**src/rtl/modinv_pkg.sv**
```systemverilog
`timescale 1ns / 1ps
// ----------------------------------------------------------------------------
// modinv_pkg
// Types, microcode encoding and control store of the modular inverse unit.
// ----------------------------------------------------------------------------
package modinv_pkg;

  localparam int unsigned ValueW = 64;
  localparam int unsigned ModW   = 63;
  localparam int unsigned PcW    = 3;

  typedef enum logic [2:0] {
    OP_NOP     = 3'd0,
    OP_ALIGN   = 3'd1,
    OP_DIVSTEP = 3'd2,
    OP_FIXRED  = 3'd3,
    OP_SWAP    = 3'd4,
    OP_FINISH  = 3'd5
  } op_e;

  typedef enum logic [2:0] {
    COND_NONE  = 3'd0,
    COND_ALIGN = 3'd1,
    COND_DIV   = 3'd2,
    COND_REMNZ = 3'd3,
    COND_END   = 3'd4
  } cond_e;

  typedef struct packed {
    op_e            op;
    cond_e          cond;
    logic [PcW-1:0] target;
  } uword_t;

  // datapath flags seen by the sequencer
  typedef struct packed {
    logic align_more;
    logic div_more;
    logic rem_nz;
  } dp_status_t;

  // control from the sequencer to the datapath
  typedef struct packed {
    logic run;
    op_e  op;
  } dp_ctrl_t;

  localparam logic [PcW-1:0] PcRedAlign = 3'd0;
  localparam logic [PcW-1:0] PcRedDiv   = 3'd1;
  localparam logic [PcW-1:0] PcFixRed   = 3'd2;
  localparam logic [PcW-1:0] PcEuAlign  = 3'd3;
  localparam logic [PcW-1:0] PcEuDiv    = 3'd4;
  localparam logic [PcW-1:0] PcSwap     = 3'd5;
  localparam logic [PcW-1:0] PcFinish   = 3'd6;

  // Program: reduce value mod m, then extended Euclid until the remainder is zero.
  function automatic uword_t ucode_rom(input logic [PcW-1:0] pc);
    uword_t w;
    w = '{op: OP_NOP, cond: COND_END, target: PcRedAlign};
    case (pc)
      PcRedAlign: w = '{op: OP_ALIGN,   cond: COND_ALIGN, target: PcRedAlign};
      PcRedDiv:   w = '{op: OP_DIVSTEP, cond: COND_DIV,   target: PcRedDiv};
      PcFixRed:   w = '{op: OP_FIXRED,  cond: COND_NONE,  target: PcEuAlign};
      PcEuAlign:  w = '{op: OP_ALIGN,   cond: COND_ALIGN, target: PcEuAlign};
      PcEuDiv:    w = '{op: OP_DIVSTEP, cond: COND_DIV,   target: PcEuDiv};
      PcSwap:     w = '{op: OP_SWAP,    cond: COND_REMNZ, target: PcEuAlign};
      PcFinish:   w = '{op: OP_FINISH,  cond: COND_END,   target: PcRedAlign};
      default:    w = '{op: OP_NOP,     cond: COND_END,   target: PcRedAlign};
    endcase
    return w;
  endfunction

endpackage

```
**src/rtl/modinv_seq.sv**
```systemverilog
`timescale 1ns / 1ps
// ----------------------------------------------------------------------------
// modinv_seq
// Microcode sequencer: step counter, control store and conditional jumps.
// ----------------------------------------------------------------------------
module modinv_seq (
  input  logic                    clk_i,
  input  logic                    rst_ni,
  input  logic                    launch_i,
  input  modinv_pkg::dp_status_t  status_i,
  output modinv_pkg::dp_ctrl_t    ctrl_o,
  output logic                    busy_o
);
  import modinv_pkg::*;

  logic [PcW-1:0] pc_q, pc_d;
  logic           run_q, run_d;
  uword_t         uw;
  logic           take;

  assign uw = ucode_rom(pc_q);

  always_comb begin
    take = 1'b0;
    case (uw.cond)
      COND_NONE:  take = 1'b0;
      COND_ALIGN: take = status_i.align_more;
      COND_DIV:   take = status_i.div_more;
      COND_REMNZ: take = status_i.rem_nz;
      COND_END:   take = 1'b1;
      default:    take = 1'b0;
    endcase
  end

  always_comb begin
    pc_d  = pc_q;
    run_d = run_q;
    if (run_q) begin
      pc_d = take ? uw.target : pc_q + 1'b1;
      if (uw.cond == COND_END) begin
        run_d = 1'b0;
      end
    end else if (launch_i) begin
      pc_d  = PcRedAlign;
      run_d = 1'b1;
    end
  end

  always_ff @(posedge clk_i or negedge rst_ni) begin
    if (!rst_ni) begin
      pc_q  <= PcRedAlign;
      run_q <= 1'b0;
    end else begin
      pc_q  <= pc_d;
      run_q <= run_d;
    end
  end

  assign ctrl_o.run = run_q;
  assign ctrl_o.op  = run_q ? uw.op : OP_NOP;
  assign busy_o     = run_q;

endmodule

```
**src/rtl/modular_inverse_ext_euclid_unit.sv**
```systemverilog
`timescale 1ns / 1ps
// ----------------------------------------------------------------------------
// modular_inverse_ext_euclid_unit
// Modular inverse of a signed 64-bit value by the extended Euclidean method.
// ----------------------------------------------------------------------------
// Pulse start while busy is low; value_i and modulus_i are sampled on that
// edge. The result appears on inverse_o/exists_o for one cycle with valid_o
// high and must be taken then: there is no back-pressure. One shift-subtract
// divider, driven by a small microprogram, does all the work one quotient bit
// per cycle: first value mod modulus, then each Euclid quotient, with the
// divisor aligned one bit per cycle before the subtract pass. Busy stays high
// until the finish step of the microprogram has run; the result beat comes in
// the first cycle with busy low.
// Modulus zero returns inverse 0 with exists clear.
module modular_inverse_ext_euclid_unit (
  input  logic                          clk_i,
  input  logic                          rst_ni,
  input  logic                          start,
  input  logic [modinv_pkg::ValueW-1:0] value_i,
  input  logic [modinv_pkg::ModW-1:0]   modulus_i,
  output logic                          busy,
  output logic                          valid_o,
  output logic [modinv_pkg::ModW-1:0]   inverse_o,
  output logic                          exists_o
);
  import modinv_pkg::*;

  logic              launch;
  dp_ctrl_t          ctrl;
  dp_status_t        status;

  logic [ValueW-1:0] rem_q, rem_d;
  logic [ValueW-1:0] d_q, d_d;
  logic [ModW-1:0]   b_q, b_d;
  logic [ModW-1:0]   m_q, m_d;
  logic [ValueW-1:0] x0_q, x0_d;
  logic [ValueW-1:0] x1_q, x1_d;
  logic [ValueW-1:0] acc_q, acc_d;
  logic              neg_q, neg_d;
  logic              zero_q, zero_d;

  logic              valid_q, valid_d;
  logic [ModW-1:0]   inv_q, inv_d;
  logic              ex_q, ex_d;

  logic [ValueW-1:0] mag;
  logic              ge;
  logic [ValueW-1:0] x0_norm;

  assign launch = start && !busy;
  assign mag    = value_i[ValueW-1] ? (~value_i) + 1'b1 : value_i;
  assign ge     = rem_q >= d_q;

  // divisor may still double without passing the dividend
  assign status.align_more = !d_q[ValueW-1] && (d_q != '0)
                             && ({d_q[ValueW-2:0], 1'b0} <= rem_q);
  assign status.div_more   = d_q != {1'b0, b_q};
  assign status.rem_nz     = rem_q != '0;

  assign x0_norm = x0_q[ValueW-1] ? x0_q + {1'b0, m_q} : x0_q;

  always_comb begin
    rem_d   = rem_q;
    d_d     = d_q;
    b_d     = b_q;
    m_d     = m_q;
    x0_d    = x0_q;
    x1_d    = x1_q;
    acc_d   = acc_q;
    neg_d   = neg_q;
    zero_d  = zero_q;
    valid_d = 1'b0;
    inv_d   = inv_q;
    ex_d    = ex_q;
    if (launch) begin
      rem_d  = mag;
      d_d    = {1'b0, modulus_i};
      b_d    = modulus_i;
      m_d    = modulus_i;
      x0_d   = ValueW'(1);
      x1_d   = '0;
      acc_d  = '0;
      neg_d  = value_i[ValueW-1];
      zero_d = modulus_i == '0;
    end else begin
      case (ctrl.op)
        OP_NOP: ;
        OP_ALIGN: begin
          if (status.align_more) begin
            d_d = {d_q[ValueW-2:0], 1'b0};
          end
        end
        OP_DIVSTEP: begin
          // quotient bits arrive MSB first: acc accumulates q * x1
          rem_d = ge ? rem_q - d_q : rem_q;
          acc_d = {acc_q[ValueW-2:0], 1'b0} + (ge ? x1_q : '0);
          d_d   = d_q >> 1;
        end
        OP_FIXRED: begin
          if (neg_q && (rem_q != '0)) begin
            rem_d = {1'b0, m_q} - rem_q;
          end
          d_d = {1'b0, b_q};
        end
        OP_SWAP: begin
          rem_d = {1'b0, b_q};
          b_d   = rem_q[ModW-1:0];
          d_d   = {1'b0, rem_q[ModW-1:0]};
          x0_d  = x1_q;
          x1_d  = x0_q - acc_q;
          acc_d = '0;
        end
        OP_FINISH: begin
          valid_d = 1'b1;
          ex_d    = (rem_q == ValueW'(1)) && !zero_q;
          inv_d   = ex_d ? x0_norm[ModW-1:0] : '0;
        end
        default: ;
      endcase
    end
  end

  always_ff @(posedge clk_i or negedge rst_ni) begin
    if (!rst_ni) begin
      valid_q <= 1'b0;
    end else begin
      valid_q <= valid_d;
    end
  end

  always_ff @(posedge clk_i) begin
    rem_q  <= rem_d;
    d_q    <= d_d;
    b_q    <= b_d;
    m_q    <= m_d;
    x0_q   <= x0_d;
    x1_q   <= x1_d;
    acc_q  <= acc_d;
    neg_q  <= neg_d;
    zero_q <= zero_d;
    inv_q  <= inv_d;
    ex_q   <= ex_d;
  end

  modinv_seq u_seq (
    .clk_i    (clk_i),
    .rst_ni   (rst_ni),
    .launch_i (launch),
    .status_i (status),
    .ctrl_o   (ctrl),
    .busy_o   (busy)
  );

  assign valid_o   = valid_q;
  assign inverse_o = inv_q;
  assign exists_o  = ex_q;

endmodule

```
**config.mk**
```make
export PLATFORM = sky130hd
export DESIGN_NAME = modular_inverse_ext_euclid_unit
export DESIGN_NICKNAME = d
export VERILOG_FILES = /design/src/rtl/modinv_pkg.sv /design/src/rtl/modinv_seq.sv /design/src/rtl/modular_inverse_ext_euclid_unit.sv
export SDC_FILE = /design/constraint.sdc
export NUM_CORES = 2
export LEC_CHECK = 0
export ABC_AREA = 1
export CAP_MARGIN = 25
export CORE_UTILIZATION = 52
export CTS_BUF_LIST = sky130_fd_sc_hd__clkbuf_8
export CTS_CLUSTER_SIZE = 16
export DETAILED_ROUTE_END_ITERATION = 10
export DONT_BUFFER_PORTS = 1
export MAX_ROUTING_LAYER = met4
export PLACE_DENSITY = 0.7
export SYNTH_ARGS = -nofsm -noshare
export SYNTH_HDL_FRONTEND = slang
export SYNTH_SLANG_ARGS = --single-unit
```
**constraint.sdc**
```tcl
create_clock -name clk_i -period 8 [get_ports clk_i]
set_input_delay 1.2 -clock clk_i [delete_from_list [all_inputs] [get_ports clk_i]]
set_output_delay 1.2 -clock clk_i [all_outputs]
set_load 0.01 [all_outputs]
```
Yosys cells after proc, flatten, opt, wreduce, memory -nomap -nowiden
Cells that the tools add are included.
- output and inout port bits: 66
- input bits: 130
- flip-flop bits (word level): 517
- reductions and logical operators: 22
- bitwise logic cells: 2
- multiplexer cells: 24
- order comparisons: 2
- add/subtract/negate cells: 7
- equal/unequal tests: 21
- operator list (operator ; number):
    $mux 64 ; 6
    $pmux 64 s4 ; 1
    $mux 63 ; 4
    $pmux 64 s3 ; 1
    $pmux 64 s2 ; 1
    $reduce_bool 64->1 ; 2
    $sub 64x64->64 ; 2
    $add 64x1->64 const B ; 1
    $add 64x64->64 ; 1
    $eq 64x1->1 const B ; 1
    $ge 64x64->1 ; 1
    $le 64x64->1 ; 1
    $ne 64x63->1 ; 1
    $not 64->64 ; 1
    $sub 63x64->64 ; 1
    $add 63x63->63 ; 1
    $logic_not 63->1 ; 1
    $pmux 9 s7 ; 1
    $eq 3x2->1 const B ; 6
    $eq 3x3->1 const B ; 6
    $mux 3 ; 4
    $eq 3x1->1 const B ; 3
    $reduce_bool 4->1 ; 2
    $ne 3x3->1 const B ; 2
    other kinds (13) ; 27

Longest topological paths before layout
- depth after elaboration: 6
- depth in mapped cells: 32
- gate-level depth less buffers: 31

Cells and area by module
From an unflattened synthesis, not the netlist that was laid out.
- cells, all modules: 7975
- area, all modules: 50666.1 um2
- modules (own cells, without submodules) (module ; times used ; cells an instance ; area each (um2)):
    modular_inverse_ext_euclid_unit ; 1 ; 7901 ; 50170.6
    modinv_seq ; 1 ; 74 ; 495.5

Worst setup path before layout
No wires, ideal clock.
- path type: reg2reg
- start: register u_seq.pc_q[0]
- end: register valid_q (netlist: valid_o)
- cell stages (with the launch flop): 7
- path slack: -0.006 ns
- path buffers: 0
- data required time: 7.253 ns
- period minus slack after synthesis: 8.006 ns
- setup time: 0.747 ns
- data arrival time: 7.259 ns
- cell sequence: dfrtp_1 > inv_1 > ha_1 > nor2_1 > nor3_1 > inv_1 > nor4_1
- word-level cells in the longest chain between the ends: 6
- elaborated cells between the ends (all ways): 12
- classes of those cells: eq/ne (7); mux (4); reduce/logical (1)
- ends and longest elaborated chain (what ; RTL line ; source):
    start: declaration ; modinv_seq.sv:16 ; logic [PcW-1:0] pc_q, pc_d;
    start signal: assignment ; modinv_seq.sv:51 ; pc_q <= PcRedAlign;
    start signal: assignment ; modinv_seq.sv:54 ; pc_q <= pc_d;
    $eq 3x3->1 (tied with other cells) ; modinv_pkg.sv:60 ; case (pc)
    $pmux 9 s7 (*) ; modinv_pkg.sv:60 ;
    $mux 3 (*) ; modinv_seq.sv:60 ; assign ctrl_o.op = run_q ? uw.op : OP_NOP;
    $eq 3x3->1 (*) ; modular_inverse_ext_euclid_unit.sv:86 ; case (ctrl.op)
    $mux 1 (*) ; modular_inverse_ext_euclid_unit.sv:86 ;
    $mux 1 (*) ; modular_inverse_ext_euclid_unit.sv:75 ; if (launch) begin
    named net valid_d ; modular_inverse_ext_euclid_unit.sv:42 ; logic valid_q, valid_d;
    end signal: assignment ; modular_inverse_ext_euclid_unit.sv:127 ; valid_q <= valid_d;
    end: declaration ; modular_inverse_ext_euclid_unit.sv:42 ;
Mark *: on every way through the listed nets, which the timed path passes. The rest lies on a longest branch.
A chain may end at the register's enable or synchronous reset.

Worst setup path after layout
- start: register rem_q[0]
- end: register acc_q[51]
- word-level cells in the longest chain between the ends: 4
- ends and longest elaborated chain (what ; RTL line ; source):
    start: declaration ; modular_inverse_ext_euclid_unit.sv:32 ; logic [ValueW-1:0] rem_q, rem_d;
    start signal: assignment ; modular_inverse_ext_euclid_unit.sv:132 ; rem_q <= rem_d;
    $ge 64x64->1 ; modular_inverse_ext_euclid_unit.sv:52 ; assign ge = rem_q >= d_q;
    $mux 64 ; modular_inverse_ext_euclid_unit.sv:96 ; acc_d = {acc_q[ValueW-2:0], 1'b0} + (ge ? x1_q : '0);
    $add 64x64->64 ; modular_inverse_ext_euclid_unit.sv:96 ;
    $pmux 64 s2 ; modular_inverse_ext_euclid_unit.sv:86 ;
    end signal: assignment ; modular_inverse_ext_euclid_unit.sv:138 ; acc_q <= acc_d;
    end: declaration ; modular_inverse_ext_euclid_unit.sv:38 ; logic [ValueW-1:0] acc_q, acc_d;
Every way passes these cells.

==> results by group <==
Timing
  • Min cycle time layout: 6.366 ns
  • Worst slew margin: around a quarter
  • Finish-stage setup viols: 0
  • Total count of max-transition violations in the final report: 0
  • Worst-Margin Slew: 1.106 ns
  • Post-route fraction of the period consumed by the critical path: 79.58%
  • Fmax: 0.1571 GHz
  • Final setup skew: around 0.066 ns
  • Unrepaired setup endpoints after global routing: false
  • Setup Total Neg Slack: 0 ns
  • Number of hold-slack violations in the final timing report: 0

Global route
  • Vias in the first global route: 48820
  • Number of antenna violations at the first check in global routing: 7
  • Total GRT Usage: 45.29%
  • Total overflow reported by the global router: 0
  • Pin count of the biggest net entering global routing: around 190
  • Global-route wire length before repair: 311400 um

Route
  • Residual antenna-violating net count after detailed routing: 0
  • Number of vias in the routed layout: 54710
  • WL final: 216000 um
  • Via density per instance: 6.107
  • DRC violation count after routing: 0
  • Starting DRT DRC Count: 8033
  • Average wire length per cell after detail routing: 24.11 um
  • Iteration count of the initial detailed-routing pass: 8

Clocking
  • Worst-case clock buffer depth: 3
  • Hold Buf Count CTS: 0
  • Number of gates resized after CTS: 0
  • Clock tree from TritonCTS: done
  • Number of buffers inserted to repair setup after CTS: 0
  • Root buf cell: clkbuf_8
  • Total number of H-tree levels: 3
  • # clock sinks: about 520
  • Clock network latency to the later pin of the worst-skew pair: 0.84 ns
  • Inserted Clock Buffers: 100
  • CTS clk-pin slew, worst paths: 0.07 ns

Cells and area
  • Area overhead of the layout relative to synthesis: 7.020%
  • Number of fillers in the final layout: 9508
  • Area used by sequential logic in the layout: 0.01357 sq mm
  • Multi-input gate area in the final layout: 0.03032 sq mm
  • Fraction of layout cells with a size suffix above 1: 3.445%
  • Number of nets at the end of the flow: just over 8000

Worst setup path
  • CP required: 8.65 ns
  • Largest delay contributor family on the critical path: simple AND/OR/NAND/NOR gates
  • Cell with the largest stage delay on the worst path: inv_2
  • Maximum net fanout on the critical path: 32
  • Most used cell, CP: nand2_1
  • Critical path start-end classification: reg2reg
  • Element type at the critical path end: flip-flop
  • Startpoint types: flip-flop
  • Largest stage delay, worst path: 0.62 ns
  • Arrival time at the worst endpoint: 7.02 ns
  • Combined buffer and inverter count along the critical path: 4

Yosys
  • Multiplexer share of the synthesized area: 0%
  • Largest area contributor in the netlist: edfxtp_1
  • Number of enable-type register cells in the synthesized netlist: 319
  • Warning count from the yosys run: 0
  • Post-Syn Nets: 8157
  • Number of instances in the synthesized netlist: about 7600
  • Fraction of post-synthesis cell area in the top cell type by area: about a fifth
  • Largest cells by area after synthesis: edfxtp_1 20%, nand2_1 13%, ha_1 9.8%
  • Fraction of the mapped netlist area in adder cells: 9.970%
  • Sequential cell area fraction in the yosys report: 27.72%
  • Number of synthesized register bits: 517
  • Post-Synth XOR/XNOR Area: 2.362%
  • Synth Area per Inst: 6.406 sq um
  • Most frequent cell after synthesis: nand2_1
  • Simple-Gate Fraction of Synth Area: 28.73%
  • Synthesized-area fraction occupied by ao, oa, aoi and oai cells: 20.76%
  • Share of flip-flops with an asynchronous set or reset after synthesis: 0.9671%
  • Number of distinct library cells after synthesis: 46
  • Post-synth design cell area: 0.04894 sq mm
  • Main synth FF type: edfxtp_1
  • Largest family of logic cells by synthesized area: simple AND/OR/NAND/NOR gates
  • Commonest cells in the synthesized netlist: 1653 x nand2_1, 1190 x inv_1, 936 x nor2_1, 731 x o21ai_0, 708 x a21oi_1

Floorplanning
  • Overall die area: 0.09535 sq mm
  • Height of the die: slightly above 300 um
  • Boundary pin count: 196
  • Effective utilization at floorplan: 52.44%
  • Die X-Extent: 308.8 um
  • Standard cell core area: just over 0.09 sq mm
  • Number of rows in the core area: ~110

Min path
  • Hold WC Path Type: in2async

Placement
  • GP Congestion: 1.077
  • Input/output buffers: 0
  • DP Wirelength: roughly 170000 um

Outcome
  • Outcome: finished, final reports clean

Job
  • Max_cap viols: 0
-- kinds of logic after synthesis --
logic type,Yosys count
and+or+nand+nor,3380
AOI/OAI and AO/OA,1863
buffers and inverters,1361
DFF,517
adders and majority gates,387
xor gates and xnor gates,132
-- area by class of cell --
cell class                 count  area share, %
antenna                       11        0.05255
tap                         1254          2.995
timing repair buffer          35         0.5781
inverter                    1197          8.607
multi-input combinational   5762          57.89
clock inverter                76          1.185
clock buffer                 106          2.785
sequential                   517          25.91
-- worst paths after layout --
| path | depth (start not counted) | from | endpoint | slack (ns) |
|---|---|---|---|---|
| min | 0 | rst_ni | u_seq.pc_q[0] | 0.07 |
| max reg2reg | 29 | rem_q[0] | acc_q[51] | 1.63 |
| max | 29 | rem_q[0] | acc_q[51] | 1.63 |
| min reg2reg | 2 | x1_q[53] | x1_q[53] | 0.45 |
| min in group clk_i | 2 | x1_q[53] | x1_q[53] | 0.45 |
| max in group asynchronous | 0 | rst_ni | valid_o | 7.86 |
-- metal layers --
layer	share of wire [%]	vias up	GRT usage, %
li1	-	25620	-
met1	43	25130	62.58
met2	38	3456	59.81
met3	14	506	14.28
met4	4.7	0	18.95
met5	0	-	-
-- cell usage in the layout (no fill, tap or decap), drive strengths merged, types with 107 or more instances in the layout --
cell and n:
nand2 1653, dfxtp 193, edfxtp 319, inv 1223
ha 382, clkbuf 107, nand3 425, o21ai 743
nor2 937, a21oi 708, o22ai 153
-- per-stage QoR --
stage                     setup WS, ns  util (%)  area [sq um]  hold WS (ns)  cells
after floorplan                  2.794         -         48950        0.4260   7640
after global placement           2.059     53.82         50230        0.4358   8762
after detailed placement         2.004     53.82         50230        0.4414   8762
after CTS                        1.961     56.05         52310       0.03887   8944
after global routing             1.363     56.12         52380       0.04828   8957
final                            1.634     56.12         52380       0.07019   8958
-- sequential cells by signal, summed over array words and instances (netlist names), 3 cells and up --
signal / cells
x1_q: 64
d_q: 64
m_q: 63
inverse_o: 63
x0_q: 64
rem_q: 64
u_seq.pc_q: 3
b_q: 63
acc_q: 64
Power is not shown: default switching activity piles up to over one toggle a cycle in this logic, so the estimate is an artifact.
